`config.mk`:
```
export PLATFORM = sky130hd
export DESIGN_NAME = char_lcd_tick_sequencer
export DESIGN_NICKNAME = d
export VERILOG_FILES = /design/src/rtl/lcdts_pkg.sv /design/src/rtl/lcdts_char_mem.sv /design/src/rtl/lcdts_ctrl.sv /design/src/rtl/lcdts_out_buf.sv /design/src/rtl/char_lcd_tick_sequencer.sv
export SDC_FILE = /design/constraint.sdc
export NUM_CORES = 1
export LEC_CHECK = 0
export BUFFER_PORTS_ARGS = -buffer_cell sky130_fd_sc_hd__buf_2
export CAP_MARGIN = 10
export CORE_MARGIN = 4
export CORE_UTILIZATION = 54
export CTS_CLUSTER_DIAMETER = 30
export DETAILED_ROUTE_END_ITERATION = 12
export PLACE_DENSITY = 0.68
export SLEW_MARGIN = 20
export SYNTH_ARGS = -nofsm -noshare
export SYNTH_HDL_FRONTEND = slang
export SYNTH_HIERARCHICAL = 1
export SYNTH_SLANG_ARGS = --single-unit
export TNS_END_PERCENT = 50
```
`constraint.sdc`:
```
create_clock -name clk -period 3.78 [get_ports clk]
set_clock_uncertainty 0.15 [all_clocks]
set_input_delay 0.567 -clock clk [delete_from_list [all_inputs] [get_ports clk]]
set_output_delay 0.567 -clock clk [all_outputs]
set_load 0.02 [all_outputs]
```
`src/rtl/lcdts_pkg.sv`:
```
// Shared types and constants for the character LCD tick sequencer.
// No dependencies; imported by lcdts_ctrl, lcdts_out_buf and the top level.
package lcdts_pkg;

	// Build-time choices of the display hookup
	localparam bit FOUR_BIT_BUS       = 1'b1;
	localparam int BUF_DEPTH_DEFAULT  = 32;
	localparam int INIT_WAIT_TICKS    = 20;
	localparam int TICK_PERIOD_MS     = 2;
	localparam int COLUMNS            = 16;
	localparam int ROWS               = 2;

	localparam int WAIT_W  = 5;
	localparam int FRZ_W   = 16;
	localparam int CFG_IDX_W = 2;

	// Request codes
	localparam logic [2:0] ACT_TICK   = 3'd0;
	localparam logic [2:0] ACT_LOAD   = 3'd1;
	localparam logic [2:0] ACT_MOVE   = 3'd2;
	localparam logic [2:0] ACT_CLEAR  = 3'd3;
	localparam logic [2:0] ACT_FREEZE = 3'd4;

	// Status codes
	localparam logic [1:0] ST_OK      = 2'd0;
	localparam logic [1:0] ST_BUSY    = 2'd1;
	localparam logic [1:0] ST_BAD_POS = 2'd2;

	// Configuration register indexes
	localparam logic [CFG_IDX_W-1:0] CFG_TWO_LINES  = 2'd0;
	localparam logic [CFG_IDX_W-1:0] CFG_LARGE_FONT = 2'd1;
	localparam logic [CFG_IDX_W-1:0] CFG_CURSOR_ON  = 2'd2;
	localparam logic [CFG_IDX_W-1:0] CFG_BLINK_ON   = 2'd3;

	// LCD command bytes
	localparam logic [7:0] FS_BASE_4BIT = 8'h20;
	localparam logic [7:0] FS_BASE_8BIT = 8'h30;
	localparam logic [7:0] CMD_DISP_CTL = 8'h0C;
	localparam logic [7:0] CMD_CLEAR    = 8'h01;
	localparam logic [7:0] CMD_DDRAM    = 8'h80;
	localparam logic [7:0] ROW1_OFFSET  = 8'h40;

	typedef struct packed {
		logic [1:0] status;
		logic       rs;
		logic       en;
		logic [7:0] bus;
		logic       done;
		logic       idle;
	} result_t;

endpackage

```
`src/rtl/lcdts_char_mem.sv`:
```
// Character buffer: one write port, one registered read port.
// Depends on nothing; a write to the address being read is forwarded.
module lcdts_char_mem #(
	parameter int DEPTH  = 32,
	parameter int ADDR_W = 5
) (
	input  logic              clk,
	input  logic              we,
	input  logic [ADDR_W-1:0] waddr,
	input  logic [7:0]        wdata,
	input  logic [ADDR_W-1:0] raddr,
	output logic [7:0]        rdata
);

	logic [7:0] mem [DEPTH];
	logic [7:0] rdata_q;

	always_ff @(posedge clk) begin
		if (we) begin
			mem[waddr] <= wdata;
		end
	end

	// Write-first: a same-cycle write to the read address wins
	always_ff @(posedge clk) begin
		if (we && (waddr == raddr)) begin
			rdata_q <= wdata;
		end else begin
			rdata_q <= mem[raddr];
		end
	end

	assign rdata = rdata_q;

endmodule

```
`src/rtl/lcdts_ctrl.sv`:
```
// Job sequencer of the LCD controller: init, write, command and freeze jobs.
// Depends on lcdts_pkg; reads characters through lcdts_char_mem.
module lcdts_ctrl import lcdts_pkg::*; #(
	parameter int BUFFER_DEPTH = BUF_DEPTH_DEFAULT,
	parameter int ADDR_W = (BUFFER_DEPTH > 1) ? $clog2(BUFFER_DEPTH) : 1,
	parameter int CNT_W  = $clog2(BUFFER_DEPTH + 1)
) (
	input  logic                 clk,
	input  logic                 arst_n,
	input  logic                 fire,
	input  logic [2:0]           action,
	input  logic [7:0]           char_code,
	input  logic                 last_char,
	input  logic [5:0]           column,
	input  logic [1:0]           row,
	input  logic [FRZ_W-1:0]     freeze_ms,
	input  logic                 cfg_we,
	input  logic [CFG_IDX_W-1:0] cfg_idx,
	input  logic                 cfg_bit,
	output logic                 mem_we,
	output logic [ADDR_W-1:0]    mem_waddr,
	output logic [7:0]           mem_wdata,
	output logic [ADDR_W-1:0]    mem_raddr,
	input  logic [7:0]           mem_rdata,
	output result_t              res
);

	typedef enum logic [2:0] {
		MODE_INIT,
		MODE_IDLE,
		MODE_FREEZE,
		MODE_WRITE,
		MODE_CLEAR,
		MODE_MOVE
	} mode_t;

	typedef struct packed {
		logic       rs;
		logic       en;
		logic [7:0] bus;
	} pins_t;

	typedef struct packed {
		pins_t      pins;
		logic [1:0] phase;
		logic       fin;
	} strobe_t;

	// Freeze length: divide by the tick period through a reciprocal multiply
	localparam int DIV_SH = FRZ_W + $clog2(TICK_PERIOD_MS);
	localparam int PROD_W = FRZ_W + DIV_SH;
	localparam logic [FRZ_W:0] DIV_M = (FRZ_W + 1)'(
		((64'd1 << DIV_SH) + 64'(TICK_PERIOD_MS) - 64'd1) / 64'(TICK_PERIOD_MS));

	mode_t               mode_q, mode_d;
	logic [WAIT_W-1:0]   wait_q, wait_d;
	logic [1:0]          cmd_q, cmd_d;
	logic [1:0]          phase_q, phase_d;
	logic                extra_q, extra_d;
	logic [CNT_W-1:0]    fill_q, fill_d;
	logic [CNT_W-1:0]    send_q, send_d;
	logic [7:0]          pend_q, pend_d;
	logic [FRZ_W-1:0]    tgt_q, tgt_d;
	logic [FRZ_W-1:0]    cnt_q, cnt_d;
	pins_t               pins_q, pins_d;
	logic                two_lines_q, large_font_q, cursor_on_q, blink_on_q;

	logic [7:0]          init_b;
	logic [PROD_W-1:0]   prod;
	logic [FRZ_W-1:0]    quot;
	logic [FRZ_W-1:0]    frz_len;
	logic [1:0]          status;
	logic                done;
	strobe_t             st;

	function automatic strobe_t strobe(input logic [7:0] data_b, input logic rs_b,
		input logic [1:0] phase, input pins_t cur);
		strobe_t s;
		s.pins  = cur;
		s.phase = phase;
		s.fin   = 1'b0;
		if (FOUR_BIT_BUS) begin
			case (phase)
				2'd0: begin
					s.pins  = '{rs: rs_b, en: 1'b1, bus: {4'h0, data_b[7:4]}};
					s.phase = 2'd1;
				end
				2'd1: begin
					s.pins.en = 1'b0;
					s.phase   = 2'd2;
				end
				2'd2: begin
					s.pins  = '{rs: rs_b, en: 1'b1, bus: {4'h0, data_b[3:0]}};
					s.phase = 2'd3;
				end
				default: begin
					s.pins.en = 1'b0;
					s.phase   = 2'd0;
					s.fin     = 1'b1;
				end
			endcase
		end else if (phase == 2'd0) begin
			s.pins  = '{rs: rs_b, en: 1'b1, bus: data_b};
			s.phase = 2'd1;
		end else begin
			s.pins.en = 1'b0;
			s.phase   = 2'd0;
			s.fin     = 1'b1;
		end
		return s;
	endfunction

	always_comb begin
		case (cmd_q)
			2'd0: init_b = (FOUR_BIT_BUS ? FS_BASE_4BIT : FS_BASE_8BIT)
				| {4'h0, two_lines_q, large_font_q, 2'b00};
			2'd1: init_b = CMD_DISP_CTL | {6'h00, cursor_on_q, blink_on_q};
			default: init_b = CMD_CLEAR;
		endcase
	end

	assign prod    = PROD_W'(freeze_ms) * PROD_W'(DIV_M);
	assign quot    = prod[PROD_W-1 -: FRZ_W];
	assign frz_len = (quot == '1) ? quot : quot + FRZ_W'(1);

	always_comb begin
		mode_d  = mode_q;
		wait_d  = wait_q;
		cmd_d   = cmd_q;
		phase_d = phase_q;
		extra_d = extra_q;
		fill_d  = fill_q;
		send_d  = send_q;
		pend_d  = pend_q;
		tgt_d   = tgt_q;
		cnt_d   = cnt_q;
		pins_d  = pins_q;
		status  = ST_OK;
		done    = 1'b0;
		mem_we  = 1'b0;
		st      = '0;
		if (fire) begin
			if (action == ACT_TICK) begin
				case (mode_q)
					MODE_INIT: begin
						if (wait_q < WAIT_W'(INIT_WAIT_TICKS)) begin
							wait_d = wait_q + WAIT_W'(1);
						end else if (FOUR_BIT_BUS && !extra_q && cmd_q == 2'd0) begin
							// lone high-nibble pulse ahead of function set
							if (phase_q == 2'd0) begin
								pins_d  = '{rs: 1'b0, en: 1'b1, bus: {4'h0, init_b[7:4]}};
								phase_d = 2'd1;
							end else begin
								pins_d.en = 1'b0;
								phase_d   = 2'd0;
								extra_d   = 1'b1;
							end
						end else begin
							st      = strobe(init_b, 1'b0, phase_q, pins_q);
							pins_d  = st.pins;
							phase_d = st.phase;
							if (st.fin) begin
								if (cmd_q == 2'd2) begin
									cmd_d   = 2'd0;
									extra_d = 1'b0;
									mode_d  = MODE_IDLE;
									done    = 1'b1;
								end else begin
									cmd_d = cmd_q + 2'd1;
								end
							end
						end
					end
					MODE_FREEZE: begin
						if (cnt_q < tgt_q) begin
							cnt_d = cnt_q + FRZ_W'(1);
						end else begin
							cnt_d  = '0;
							tgt_d  = '0;
							mode_d = MODE_IDLE;
							done   = 1'b1;
						end
					end
					MODE_WRITE: begin
						st      = strobe(mem_rdata, 1'b1, phase_q, pins_q);
						pins_d  = st.pins;
						phase_d = st.phase;
						if (st.fin) begin
							if (({1'b0, send_q} + (CNT_W + 1)'(1)) >= {1'b0, fill_q}) begin
								send_d = '0;
								fill_d = '0;
								mode_d = MODE_IDLE;
								done   = 1'b1;
							end else begin
								send_d = send_q + CNT_W'(1);
							end
						end
					end
					MODE_CLEAR, MODE_MOVE: begin
						st      = strobe(pend_q, 1'b0, phase_q, pins_q);
						pins_d  = st.pins;
						phase_d = st.phase;
						if (st.fin) begin
							mode_d = MODE_IDLE;
							done   = 1'b1;
						end
					end
					default: begin
					end
				endcase
			end else if (action inside {[ACT_LOAD:ACT_FREEZE]}) begin
				if (mode_q != MODE_IDLE) begin
					status = ST_BUSY;
				end else begin
					case (action)
						ACT_LOAD: begin
							// drop characters beyond the buffer, still honor last
							if (fill_q < CNT_W'(BUFFER_DEPTH)) begin
								mem_we = 1'b1;
								fill_d = fill_q + CNT_W'(1);
							end
							if (last_char && fill_d != '0) begin
								send_d  = '0;
								phase_d = 2'd0;
								mode_d  = MODE_WRITE;
							end
						end
						ACT_MOVE: begin
							if (column >= 6'(COLUMNS) || row >= 2'(ROWS)) begin
								status = ST_BAD_POS;
							end else begin
								pend_d  = CMD_DDRAM | ((row != 2'd0) ? ROW1_OFFSET : 8'h00)
									| {2'b00, column};
								phase_d = 2'd0;
								mode_d  = MODE_MOVE;
							end
						end
						ACT_CLEAR: begin
							pend_d  = CMD_CLEAR;
							phase_d = 2'd0;
							mode_d  = MODE_CLEAR;
						end
						default: begin
							tgt_d  = frz_len;
							cnt_d  = '0;
							mode_d = MODE_FREEZE;
						end
					endcase
				end
			end
		end
	end

	assign mem_waddr = fill_q[ADDR_W-1:0];
	assign mem_wdata = char_code;
	// read ahead at the index the next tick will send
	assign mem_raddr = send_d[ADDR_W-1:0];

	assign res = '{status: status, rs: pins_d.rs, en: pins_d.en, bus: pins_d.bus,
		done: done, idle: (mode_d == MODE_IDLE)};

	always_ff @(posedge clk or negedge arst_n) begin
		if (!arst_n) begin
			mode_q       <= MODE_INIT;
			wait_q       <= '0;
			cmd_q        <= '0;
			phase_q      <= '0;
			extra_q      <= 1'b0;
			fill_q       <= '0;
			send_q       <= '0;
			pend_q       <= '0;
			tgt_q        <= '0;
			cnt_q        <= '0;
			pins_q       <= '0;
			two_lines_q  <= 1'b1;
			large_font_q <= 1'b0;
			cursor_on_q  <= 1'b0;
			blink_on_q   <= 1'b0;
		end else begin
			mode_q  <= mode_d;
			wait_q  <= wait_d;
			cmd_q   <= cmd_d;
			phase_q <= phase_d;
			extra_q <= extra_d;
			fill_q  <= fill_d;
			send_q  <= send_d;
			pend_q  <= pend_d;
			tgt_q   <= tgt_d;
			cnt_q   <= cnt_d;
			pins_q  <= pins_d;
			if (cfg_we) begin
				case (cfg_idx)
					CFG_TWO_LINES:  two_lines_q  <= cfg_bit;
					CFG_LARGE_FONT: large_font_q <= cfg_bit;
					CFG_CURSOR_ON:  cursor_on_q  <= cfg_bit;
					CFG_BLINK_ON:   blink_on_q   <= cfg_bit;
					default: begin
					end
				endcase
			end
		end
	end

endmodule

```
`src/rtl/lcdts_out_buf.sv`:
```
// Result register with a skid stage for the output channel.
// Depends on lcdts_pkg for the result beat type.
module lcdts_out_buf import lcdts_pkg::*; (
	input  logic    clk,
	input  logic    arst_n,
	input  logic    push,
	input  result_t push_data,
	output logic    full,
	output logic    out_valid,
	input  logic    out_stall,
	output result_t out_data
);

	logic    out_valid_q, skid_valid_q;
	result_t out_q, skid_q;
	logic    pop;

	assign pop = out_valid_q && !out_stall;

	always_ff @(posedge clk or negedge arst_n) begin
		if (!arst_n) begin
			out_valid_q  <= 1'b0;
			skid_valid_q <= 1'b0;
		end else if (skid_valid_q) begin
			if (pop) begin
				skid_valid_q <= 1'b0;
			end
		end else if (push) begin
			if (out_valid_q && !pop) begin
				skid_valid_q <= 1'b1;
			end
			out_valid_q <= 1'b1;
		end else if (pop) begin
			out_valid_q <= 1'b0;
		end
	end

	always_ff @(posedge clk) begin
		if (skid_valid_q) begin
			if (pop) begin
				out_q <= skid_q;
			end
		end else if (push) begin
			if (out_valid_q && !pop) begin
				skid_q <= push_data;
			end else begin
				out_q <= push_data;
			end
		end
	end

	assign full      = skid_valid_q;
	assign out_valid = out_valid_q;
	assign out_data  = out_q;

endmodule

```
`src/rtl/char_lcd_tick_sequencer.sv`:
```
// Top level of the tick-driven character LCD controller.
// Depends on lcdts_pkg, lcdts_char_mem, lcdts_ctrl and lcdts_out_buf.
//
// Usage:
//   Input channel (in_valid / in_stall): one beat is a tick or a request
//   (load character, move cursor, clear, freeze). Every accepted beat gives
//   exactly one result beat on the output channel (out_valid / out_stall)
//   carrying status, the LCD pin levels (RS, E, data bus), the job-done pulse
//   and the idle flag, all as they stand after that beat.
//   Configuration (cfg_valid / cfg_ready / cfg_index / cfg_data) sets the
//   function-set and display-control bits; cfg_ready is always high. Write
//   it only while no job runs, since the init and command bytes read it live.
//   Output: each result is registered in the result register or skid entry.
//   Throughput: one beat per cycle while in_stall is low; the per-beat state
//   update and the registered read of the character buffer (read ahead at
//   the next index) both keep up with that rate.
//   Stall: a result register plus one skid entry hold results; in_stall rises
//   only when both are occupied and drops as soon as the output drains.
//   Reset: the controller starts its power-on init job (wait, then function
//   set, display control, clear); pins go low, config takes its reset values.
//   The character buffer is not cleared and needs no clearing pass.
module char_lcd_tick_sequencer import lcdts_pkg::*; #(
	parameter int BUFFER_DEPTH = BUF_DEPTH_DEFAULT
) (
	input  logic                 clk,
	input  logic                 arst_n,
	input  logic                 in_valid,
	output logic                 in_stall,
	input  logic [2:0]           action,
	input  logic [7:0]           char_code,
	input  logic                 last_char,
	input  logic [5:0]           column,
	input  logic [1:0]           row,
	input  logic [FRZ_W-1:0]     freeze_ms,
	output logic                 out_valid,
	input  logic                 out_stall,
	output logic [1:0]           status,
	output logic                 register_select,
	output logic                 enable_pin,
	output logic [7:0]           bus_value,
	output logic                 job_done,
	output logic                 idle,
	input  logic                 cfg_valid,
	output logic                 cfg_ready,
	input  logic [CFG_IDX_W-1:0] cfg_index,
	input  logic                 cfg_data
);

	localparam int ADDR_W = (BUFFER_DEPTH > 1) ? $clog2(BUFFER_DEPTH) : 1;
	localparam int CNT_W  = $clog2(BUFFER_DEPTH + 1);

	logic              fire;
	logic              buf_full;
	logic              mem_we;
	logic [ADDR_W-1:0] mem_waddr, mem_raddr;
	logic [7:0]        mem_wdata, mem_rdata;
	result_t           step_res, out_res;

	// Take a beat whenever the skid entry is free
	assign in_stall  = buf_full;
	assign fire      = in_valid && !buf_full;
	assign cfg_ready = 1'b1;

	lcdts_char_mem #(
		.DEPTH  (BUFFER_DEPTH),
		.ADDR_W (ADDR_W)
	) u_mem (
		.clk   (clk),
		.we    (mem_we),
		.waddr (mem_waddr),
		.wdata (mem_wdata),
		.raddr (mem_raddr),
		.rdata (mem_rdata)
	);

	lcdts_ctrl #(
		.BUFFER_DEPTH (BUFFER_DEPTH),
		.ADDR_W       (ADDR_W),
		.CNT_W        (CNT_W)
	) u_ctrl (
		.clk       (clk),
		.arst_n    (arst_n),
		.fire      (fire),
		.action    (action),
		.char_code (char_code),
		.last_char (last_char),
		.column    (column),
		.row       (row),
		.freeze_ms (freeze_ms),
		.cfg_we    (cfg_valid && cfg_ready),
		.cfg_idx   (cfg_index),
		.cfg_bit   (cfg_data),
		.mem_we    (mem_we),
		.mem_waddr (mem_waddr),
		.mem_wdata (mem_wdata),
		.mem_raddr (mem_raddr),
		.mem_rdata (mem_rdata),
		.res       (step_res)
	);

	lcdts_out_buf u_out (
		.clk       (clk),
		.arst_n    (arst_n),
		.push      (fire),
		.push_data (step_res),
		.full      (buf_full),
		.out_valid (out_valid),
		.out_stall (out_stall),
		.out_data  (out_res)
	);

	assign status          = out_res.status;
	assign register_select = out_res.rs;
	assign enable_pin      = out_res.en;
	assign bus_value       = out_res.bus;
	assign job_done        = out_res.done;
	assign idle            = out_res.idle;

endmodule
```
Word level (Yosys, flattened, before mapping):

Memories as Yosys holds them, arrays and structs flattened. A register that Yosys moved wholly into a read port is not among the register bits.
Cells that the tools add are included.
Widths: inputs -> output; s select.

* bits in registers: 109
* word-level logic and storage cells: 261
* bits of input ports: 44
* output and inout bits: 17
* memories: 1
* RAM bits: 256

* muxes and demuxes: 129
* magnitude comparators: 8
* bitwise logic cells: 6
* equality and inequality tests: 31
* add/sub/neg operators: 7
* reduce and logical (&&, ||, !) cells: 47

Memories
* u_mem.mem: depth 32, bits a word 8, rd ports 1, clocked after memory_dff 1, wr ports 1, line lcdts_char_mem.sv:15 `logic [7:0] mem [DEPTH];`

Operators by type and width (number)
* $mux 16: 12
* $mux 13: 11
* $mux 6: 21
* $pmux 8 s2: 4
* $mux 14: 4
* $mux 3: 14
* $mux 10: 4
* $mux 1: 34
* $pmux 10 s3: 1
* $mux 2: 13
* $reduce_and 7->1: 3
* $pmux 2 s3: 3
* $reduce_and 6->1: 3
* $reduce_bool 2->1: 9
* $add 15x1->16 const B: 1
* $add 16x1->16 const B: 1
* $lt 16x16->1: 1
* $mux 8: 2
* $ne 2x2->1 const B: 8
* $add 6x1->6 const B: 2
* $eq 3x2->1 const B: 4
* $pmux 3 s4: 1
* $pmux 6 s2: 1
* $reduce_and 2->1: 5
* other kinds (38): 66

Logic depth before layout (Yosys ltp):

Gate-level depths: netlist (run 1).

* word-level depth: 19
* depth in mapped cells: 12
* gate-level depth less buffers: 11

Modules after synthesis:

Netlist (run 1), hierarchy kept.

Modules (own cells, without submodules)
* lcdts_char_mem: cells each 414, seq. area each 7787.5 um^2, times used 1, area each 9993.3 um^2
* lcdts_ctrl: cells each 571, seq. area each 1978.1 um^2, times used 1, area each 5124.9 um^2
* lcdts_out_buf: cells each 56, seq. area each 890.9 um^2, times used 1, area each 1153.6 um^2
* char_lcd_tick_sequencer: cells each 3, seq. area each 0.0 um^2, times used 1, area each 25.0 um^2

Worst setup path before layout (run 1):

OpenSTA, ideal clock, no wires.

* path kind: register to register
* start: register with a tool-made name
* end: register u_out.out_q, in the netlist u_out/out_data[4] (data pin)
* stages on the path, launching flop included: 12
* arrival: 2.848 ns
* library setup time: 0.260 ns
* buffers on the path: 2
* period minus slack after synthesis: 3.259 ns
* slack: 0.521 ns
* required time: 3.370 ns
* path through: dfxtp_1 -> clkbuf_1 -> buf_1 -> mux4_2 -> mux4_2 -> mux2_2 -> a22oi_1 -> o22ai_1 -> a21oi_1 -> nor2_1 -> a2bb2oi_1 -> mux2_4

RTL lines
* end signal, assigned: line lcdts_out_buf.sv:41 `out_q <= skid_q;`
* end signal, assigned: line lcdts_out_buf.sv:47 `out_q <= push_data;`
* end, declared: line lcdts_out_buf.sv:15 `result_t out_q, skid_q;`

==> impl_metrics.yaml, run 1 <==
synth:
  synth-edff-count: 284
  synth.net_count: 1117
  yosysUniqueCellTypes: 76
  yosysTopAreaCell: "edfxtp_1"
  syn_avg_cell_area_um2: 15.6
  yosys.cell_count.top_type: "edfxtp_1"
  yosys_warnings: 6
  ys_seq_elements: 370
  synthTopCellsByArea: "edfxtp_1 (52%), dfrtp_1 (12%), mux4_2 (11%), ha_1 (2.2%), mux2_2 (1.5%)"
  synthCells: 1044
  synth_top_area_share_pct: 52.3
  synth_area_um2: 16300
  ys_seq_area_share_pct: 65.4
  async_reset_ff_share_pct: 21.9
  synth_ff_type: "edfxtp_1"
  synthTopCellsByCount: "edfxtp_1 (284), dfrtp_1 (80), mux4_2 (80)"
run_status:
  status: "finished, violations left"
  violations: "negative hold slack"
detailed_routing:
  totalWireLength_mm: 34.0
  wire_per_inst_um: 21.0
  drt-initial-drc-count: 764
  drt_pass1_iterations: 5
  wl_met1_mm: 14.2
  vias: 9542
  viasPerCell: 5.89
  drc: 0
  wl_met3_mm: 2.06
  top_layer: "met4"
  final_antenna_net_count: 0
  wl_met2_mm: 17.0
die:
  die_x_um: 182
  initial_utilization_pct: 54.8
  fp-row-count: 63
  core_region_area_um2: 29700
  io_pins: 61
  die-height_um: 182
  dieArea_um2: 33000
sta:
  max_freq_mhz: 283
  finalSetupTns_ns: 0
  rsz0062_at_grt: "no"
  whs_ns: -0.0222
  relSlewSlack_pct: 41.9
  finalHoldViolCount: 19
  fin_crit_sh_pct: 93.6
  slew_violations: 0
  tightest_slew_ns: 0.872
  setup_viol_count_final: 0
  layout_min_cycle_time_ns: 3.54
power_and_ir_drop:
  p_per_area_nw_per_um2: 624
  vdd_ir_drop_max_mv: 0.616
  p_leak_nw: 7.24
  totalPowerFinal_w: 0.0123
setup_path:
  worstReg2RegEnd: "u_out/out_data[2]"
  cp_max_fo: 19
  cp.arrival_ns: 3.69
  critPathKind: "register to register"
  slowest_stage: "mux4_2"
  startpoint_type: "register"
  critical-path-max-stage-delay_ns: 0.54
  cp_common_cell: "mux4_2"
  reg2reg_setup_slack_ns: 0.24
  cp_num_cells: 10
  required_ns: 3.93
  worst_setup_path_end_kind: "register"
  reg2regPathDepth: 10
  cp_num_buf_inv: 1
  crit_chain: "buf_12, mux4_2, mux4_2, mux2_2, a22oi_1, o22ai_1, a21oi_1, nor2_1, a2bb2oi_1, mux2_4"
  path_delay_family: "multiplexers"
clock_tree:
  cts_buffer_depth: 3
  cts.hold.buffers_added: 0
  cts_tree: "built"
  clk_latency_ns: 0.55
  cts_setup_buffers: 0
  cts_buffers: 75
  clk_pin_slew_worst_paths_ns: 0.04
  cts_max_level: 3
  cts_resized: 0
  cts_sinks: 370
  cts-root-buf: "clkbuf_16"
layout:
  final_nets: 1245
  postLayoutCoreUtil_pct: 66.1
  diodes: 0
  drive_gt1_share_pct: 28.9
  syn_to_final_growth_pct: 20.6
placed_design:
  place.gp.congestion: 0.820
  hpwlAfterDp_mm: 21.7
  port_buffers: 58
global_route:
  grt_pass1_wl_mm: 54.4
  grt_pass1_vias: 9723
  grtUsageTotal_pct: 20.9
  grt_antenna_before_repair: 0
  grt_max_degree: 67
  grt-ovfl-total: 0
hold_path:
  hp-class: "input port to asynchronous set/reset pin"
flow_run:
  drv_cap: 0
## worst max path at each step
stage	startpoint	end	slack (ns)
2_1_floorplan	register	u_out/out_data[4]	0.52
3_3_place_gp	register	u_out/out_data[2]	0.26
3_5_place_dp	register	u_out/out_data[4]	0.25
4_1_cts	register	u_out/out_data[2]	0.22
5_1_grt	register	u_out/out_data[4]	0.06
6_report	register	u_out/out_data[2]	0.24
## cells in the final DEF (no fill, tap or decap), types with 12 or more instances in the layout
| master | count |
|---|---|
| and2_1 | 12 |
| mux4_2 | 80 |
| and3_1 | 16 |
| nor2_1 | 65 |
| edfxtp_1 | 284 |
| clkbuf_1 | 17 |
| o22ai_1 | 22 |
| dfrtp_1 | 80 |
| buf_4 | 54 |
| nand2_1 | 55 |
| clkbuf_16 | 76 |
| mux2_2 | 22 |
| a21oi_1 | 20 |
| a31oi_1 | 13 |
| xor2_1 | 17 |
| buf_2 | 57 |
| inv_1 | 33 |
| nand3_1 | 42 |
| ha_1 | 29 |
| o21ai_0 | 26 |
## metrics by stage
step	std cells	cell area, um2	worst slack (ns)	hold WS, ns
2_1_floorplan	1044	16300	0.521	0.121
4_1_cts	1621	19700	0.225	0.0104
5_1_grt	1621	19700	0.0628	0.0404
3_3_place_gp	1485	17200	0.263	0.317
6_report	1621	19700	0.242	-0.0222
3_5_place_dp	1485	17200	0.247	0.326
## final cells by class
cell class / instances / area [um2]
Multi-Input combinational cell: 578 / 5150
Inverter: 33 / 124
Tap cell: 390 / 488
Clock inverter: 42 / 507
Clock buffer: 94 / 1980
Timing Repair Buffer: 114 / 751
Sequential cell: 370 / 10700
Fill cell: 2072 / 10100
## metal layers
metal	vias to the layer above	global-route usage, %
met5	-	0
met4	0	6.99
met3	58	4.73
met2	294	33.8
met1	4834	28.4
li1	4356	-
## report_power, final
group / internal, W / switching [W]
combinational: 0.000448 / 0.000702
sequential: 0.00465 / 0.000123
clock: 0.00431 / 0.00203
## logic make-up after synthesis
| family | after synthesis | share of synthesized area (%) |
|---|---|---|
| flops | 370 | 65.4 |
| simple gates | 269 | 8.60 |
| compound gates | 141 | 5.94 |
| mux | 110 | 13.3 |
| buf+inv | 96 | 3.03 |
| fa+ha+maj | 29 | 2.23 |
| xor+xnor | 28 | 1.50 |
| other cells | 1 | 0.0230 |
## state kept, by name, indices dropped and copies added (netlist names), 6 cells and up, named ones only
signal          count
u_ctrl/send_q       6
u_ctrl/pins_q      10
u_out/skid_q       14
u_ctrl/pend_q       8
u_ctrl/tgt_q       16
u_ctrl/fill_q       6
u_out/out_data     14
u_ctrl/cnt_q       16
u_mem/mem         256
## worst reg2reg max path, delay by kind of cell (launching register included)
kind            cells  cell delay, ns
mux                 4            1.67
compound gates      4            0.82
flops               1            0.40
buf+inv             1            0.21
simple gates        1            0.06
Note: power is estimated with default switching activity, not from simulation.
==> inputs of run 2 (changes only) <==
MAX_ROUTING_LAYER = met4   (was default)
==> run 2 against run 1 <==
Effect of this change:
- the flow still finishes with violations (negative hold slack)
- cell area unchanged
- wire length about the same
- power about the same
- fmax decreased by 0.36%
- critical path type unchanged
- critical path depth unchanged
- sequential power about the same
- cell count unchanged
==> impl_metrics.yaml, run 2 (synthesized netlist as in run 1, its figures left out) <==
die:
  dieArea_um2: 33000
  io_pins: 61
  die-height_um: 182
  core_region_area_um2: 29700
  die_x_um: 182
  initial_utilization_pct: 54.8
  fp-row-count: 63
placed_design:
  place.gp.congestion: 0.833
  port_buffers: 58
  place_area_um2: 17200
  dpl.cell_count: 1485
  hpwlAfterDp_mm: 21.7
setup_path:
  critPathKind: "register to register"
  startpoint_type: "register"
  reg2regPathDepth: 10
  reg2reg_setup_slack_ns: 0.23
  cp.arrival_ns: 3.70
  cp_max_fo: 19
  worst_setup_path_end_kind: "register"
  required_ns: 3.93
  worstReg2RegEnd: "u_out/out_data[2]"
sta:
  setup_viol_count_final: 0
  slew_violations: 0
  tightest_slew_ns: 0.866
  whs_ns: -0.0256
  max_freq_mhz: 282
  rsz0062_at_grt: "no"
  finalSetupTns_ns: 0
  fin_crit_sh_pct: 93.9
  relSlewSlack_pct: 42.3
  finalHoldViolCount: 26
  layout_min_cycle_time_ns: 3.55
clock_tree:
  cts_buffers: 75
  cts_setup_buffers: 0
  cts-root-buf: "clkbuf_16"
  clk_latency_ns: 0.55
  cts.hold.buffers_added: 0
  clk_pin_slew_worst_paths_ns: 0.04
  cts_tree: "built"
  cts_sinks: 370
  cts_buffer_depth: 3
  cts_max_level: 3
  cts_resized: 0
layout:
  fillers: 2072
  drive_gt1_share_pct: 28.9
  largest_reg_flops: 256
  reg_top3: "u_mem/mem x256, u_ctrl/cnt_q x16, u_ctrl/tgt_q x16"
  largest_register: "u_mem/mem"
  instances_no_fill: 1621
  layout_common_cells: "edfxtp_1 (284), dfrtp_1 (80), mux4_2 (80), clkbuf_16 (76), nor2_1 (65)"
  multi_input_area_um2: 5150
  postLayoutCoreUtil_pct: 66.1
  final_common_cell: "edfxtp_1"
  post-route-cell-area_um2: 19700
  diodes: 0
  syn_to_final_growth_pct: 20.6
  ff_latch_area_um2: 10700
  final_nets: 1245
global_route:
  grt_max_degree: 67
  grt_pass1_vias: 9720
  grt_pass1_wl_mm: 54.4
  grtUsageTotal_pct: 21.5
  grt-ovfl-total: 0
  grt_antenna_before_repair: 0
detailed_routing:
  drt_pass1_iterations: 5
  vias: 9543
  drc: 0
  totalWireLength_mm: 34.0
  wire_per_inst_um: 21.0
  final_antenna_net_count: 0
  drt-initial-drc-count: 686
  viasPerCell: 5.89
run_status:
  status: "finished, violations left"
  violations: "negative hold slack"
power_and_ir_drop:
  p_per_area_nw_per_um2: 624
  p_leak_nw: 7.24
  vdd_ir_drop_max_mv: 0.613
hold_path:
  hp-class: "input port to asynchronous set/reset pin"
flow_run:
  drv_cap: 0
run 2: cell counts in the layout (fill, tap and decap cells not counted):
Identical to the previous run, type by type.
run 2: report_power, final:
part,internal (W),switching [W]
registers,0.00465,0.000124
clock network,0.00431,0.00204
logic,0.000448,0.000699
run 2: worst max path at each step:
stage                   from                 to  slack, ns  cells after the start
floorplan           register  u_out/out_data[4]       0.52                     11
global placement    register  u_out/out_data[2]       0.26                     10
detailed placement  register  u_out/out_data[4]       0.25                     10
CTS                 register  u_out/out_data[2]       0.22                     10
global route        register  u_out/out_data[4]       0.06                     10
finish              register  u_out/out_data[2]       0.23                     10
run 2: critical path: stages, from the launching register on:
cell	delay, ns
dfxtp_4	0.40
buf_12	0.21
mux4_2	0.54
mux4_2	0.53
mux2_2	0.30
a22oi_1	0.32
o22ai_1	0.16
a21oi_1	0.18
nor2_1	0.06
a2bb2oi_1	0.16
mux2_4	0.29
run 2: layout make-up:
class                           instances  area share (%)
Sequential cell                       370            54.2
Multi-Input combinational cell        578            26.2
Clock buffer                           94            10.1
Timing Repair Buffer                  114            3.82
Clock inverter                         42            2.58
Tap cell                              390            2.48
Inverter                               33           0.630
run 2: routing by layer:
metal	GRT usage, %	routed length (um)
met2	33.6	17000
met1	28.5	14100
met5	-	0
met4	7.18	851
met3	4.75	2090
run 2: per-stage QoR:
stage	power, W	worst slack (ns)
3_5_place_dp	0.00599	0.247
6_report	0.0123	0.229
4_1_cts	0.0124	0.225
3_3_place_gp	0.00595	0.263
2_1_floorplan	0.00566	0.521
5_1_grt	0.0127	0.0629
==> inputs of run 3 (changes only) <==
PLACE_DENSITY = 0.74   (was 0.68)
clock period = 4.6 ns   (was 3.78 ns; I/O delays follow)
==> run 3 against run 2 <==
Effect of this change:
- the flow now finishes without violations
- power down 18%
- clock-buffer cell count down 16
- critical endpoint is now u_mem/mem[2][7]
- sequential cell count unchanged
- wire length down 0.86%
- register-to-register slack better by 0.69 ns
- first-iteration DRC count down 0.29%
- cell count down 2.7%
- cell area down 1.4%
==> impl_metrics.yaml, run 3 (synthesized netlist as in run 1, its figures left out) <==
setup_path:
  reg2reg_setup_slack_ns: 0.92
  cp.arrival_ns: 3.73
  worstReg2RegEnd: "u_mem/mem[2][7]"
  cp_max_fo: 14
  required_ns: 4.65
  setup.worst_path.end: "u_mem/mem[2][7]"
  critPathKind: "register to register"
  startpoint_type: "register"
  r2r_start: "u_ctrl/mode_q[1]"
  worst_setup_path_end_kind: "register"
  crit_path_start: "u_ctrl/mode_q[1]"
  reg2regPathDepth: 6
power_and_ir_drop:
  vdd_ir_drop_max_mv: 0.362
  power_switching_share_pct: 24.6
  clock_power_share_pct: 51.8
  intPower_w: 0.00759
  seq_power_share_pct: 39.1
  power_frac_comb_pct: 9.0
  p_per_area_nw_per_um2: 519
  p_sw_w: 0.00248
  p_leak_nw: 7.04
detailed_routing:
  drc: 0
  drt_pass1_iterations: 7
  totalWireLength_mm: 33.7
  vias: 9453
  wire_per_inst_um: 21.4
  viasPerCell: 5.99
  final_antenna_net_count: 0
  drt-initial-drc-count: 684
clock_tree:
  cts_buffer_depth: 3
  clk_latency_ns: 0.58
  cts_sinks: 370
  cts_max_level: 3
  cts-root-buf: "clkbuf_16"
  cts.hold.buffers_added: 0
  clk_pin_slew_worst_paths_ns: 0.05
  cts_resized: 0
  cts_buffers: 69
  cts_setup_buffers: 0
  cts_tree: "built"
global_route:
  grt_pass1_wl_mm: 53.6
  grt-ovfl-total: 0
  grt_max_degree: 65
  grt_pass1_vias: 9628
  grt_antenna_before_repair: 0
  grtUsageTotal_pct: 21.1
sta:
  slew_violations: 0
  setup_viol_count_final: 0
  rsz0062_at_grt: "no"
  finalHoldViolCount: 0
  relSlewSlack_pct: 38.0
  max_freq_mhz: 271
  fin_crit_sh_pct: 80.1
  layout_setup_ws_ns: 0.916
  tightest_slew_ns: 0.928
  layout_min_cycle_time_ns: 3.68
  finalSetupTns_ns: 0
flow_run:
  drv_cap: 0
die:
  die_x_um: 182
  die-height_um: 182
  dieArea_um2: 33000
  io_pins: 61
  core_region_area_um2: 29700
  initial_utilization_pct: 54.8
  fp-row-count: 63
layout:
  final_nets: 1205
  reg_top3: "u_mem/mem x256, u_ctrl/cnt_q x16, u_ctrl/tgt_q x16"
  largest_register: "u_mem/mem"
  largest_reg_flops: 256
  drive_gt1_share_pct: 27.1
  final_common_cell: "edfxtp_1"
  layout_common_cells: "edfxtp_1 (284), dfrtp_1 (80), mux4_2 (80), clkbuf_16 (69), nor2_1 (65)"
  diodes: 0
  syn_to_final_growth_pct: 18.9
placed_design:
  place.gp.congestion: 0.853
  hpwlAfterDp_mm: 20.8
  dp_worst_setup_slack_ns: 0.783
  port_buffers: 58
hold_path:
  hp-class: "input port to asynchronous set/reset pin"
run_status:
  status: "complete, no violations"
==> run 3: cell types whose count changed in the layout (fill, tap and decap cells not counted), sizes merged <==
cell / change
clkbuf: -16
bufinv: +1
buf: -34
clkinvlp: -4
clkinv: +1
inv: +8
==> run 3: area by class of cell <==
class | instances | area, um2
Clock buffer | 78 | 1770
Clock inverter | 48 | 699
Fill cell | 2058 | 10300
Inverter | 33 | 124
Multi-Input combinational cell | 578 | 5150
Sequential cell | 370 | 10700
Tap cell | 390 | 488
Timing Repair Buffer | 80 | 483
==> run 3: metal layers <==
layer	wire, um	GRT usage, %
met5	0	-
met4	1070	8.35
met3	1790	3.85
met2	16900	33.7
met1	14000	27.4
==> run 3: worst min-delay path by stage <==
stage	startpoint	end	slack [ns]	depth (start not counted)
finish	arst_n	u_ctrl/tgt_q[15]	0.01	1
global route	arst_n	u_ctrl/tgt_q[15]	0.07	1
CTS	arst_n	u_ctrl/tgt_q[15]	0.03	1
detailed placement	u_ctrl/pend_q[5]	u_ctrl/pend_q[5]	0.33	1
global placement	u_ctrl/wait_q[4]	u_ctrl/wait_q[4]	0.32	1
floorplan	arst_n	u_ctrl/blink_on_q	0.24	0
==> run 3: critical path, stage by stage, from the launching register on <==
cell and delay [ns]:
dfrtp_1 0.53, nor3b_2 0.48, and2_1 0.28, nand3_1 0.21, nor2_1 0.44, nand3b_1 0.43, nor2_1 0.78
==> run 3: power groups by stage <==
stage,sequential [W],clock (W),combinational [W]
6_report,0.00394,0.00521,0.000910
5_1_grt,0.00396,0.00546,0.000997
4_1_cts,0.00394,0.00530,0.000916
3_5_place_dp,0.00399,0,0.000903
3_3_place_gp,0.00399,0,0.000873
2_1_floorplan,0.00402,0,0.000630
==> run 3: per-stage QoR <==
step                total power [W]  util (%)  area, um2  cells  hold slack (ns)
detailed placement          0.00490      56.9      16900   1451            0.327
finish                       0.0101      65.2      19400   1577           0.0119
CTS                          0.0102      65.2      19400   1577           0.0323
global placement            0.00486      56.9      16900   1451            0.317
floorplan                   0.00465         -      16300   1044            0.244
global route                 0.0104      65.2      19400   1577           0.0694
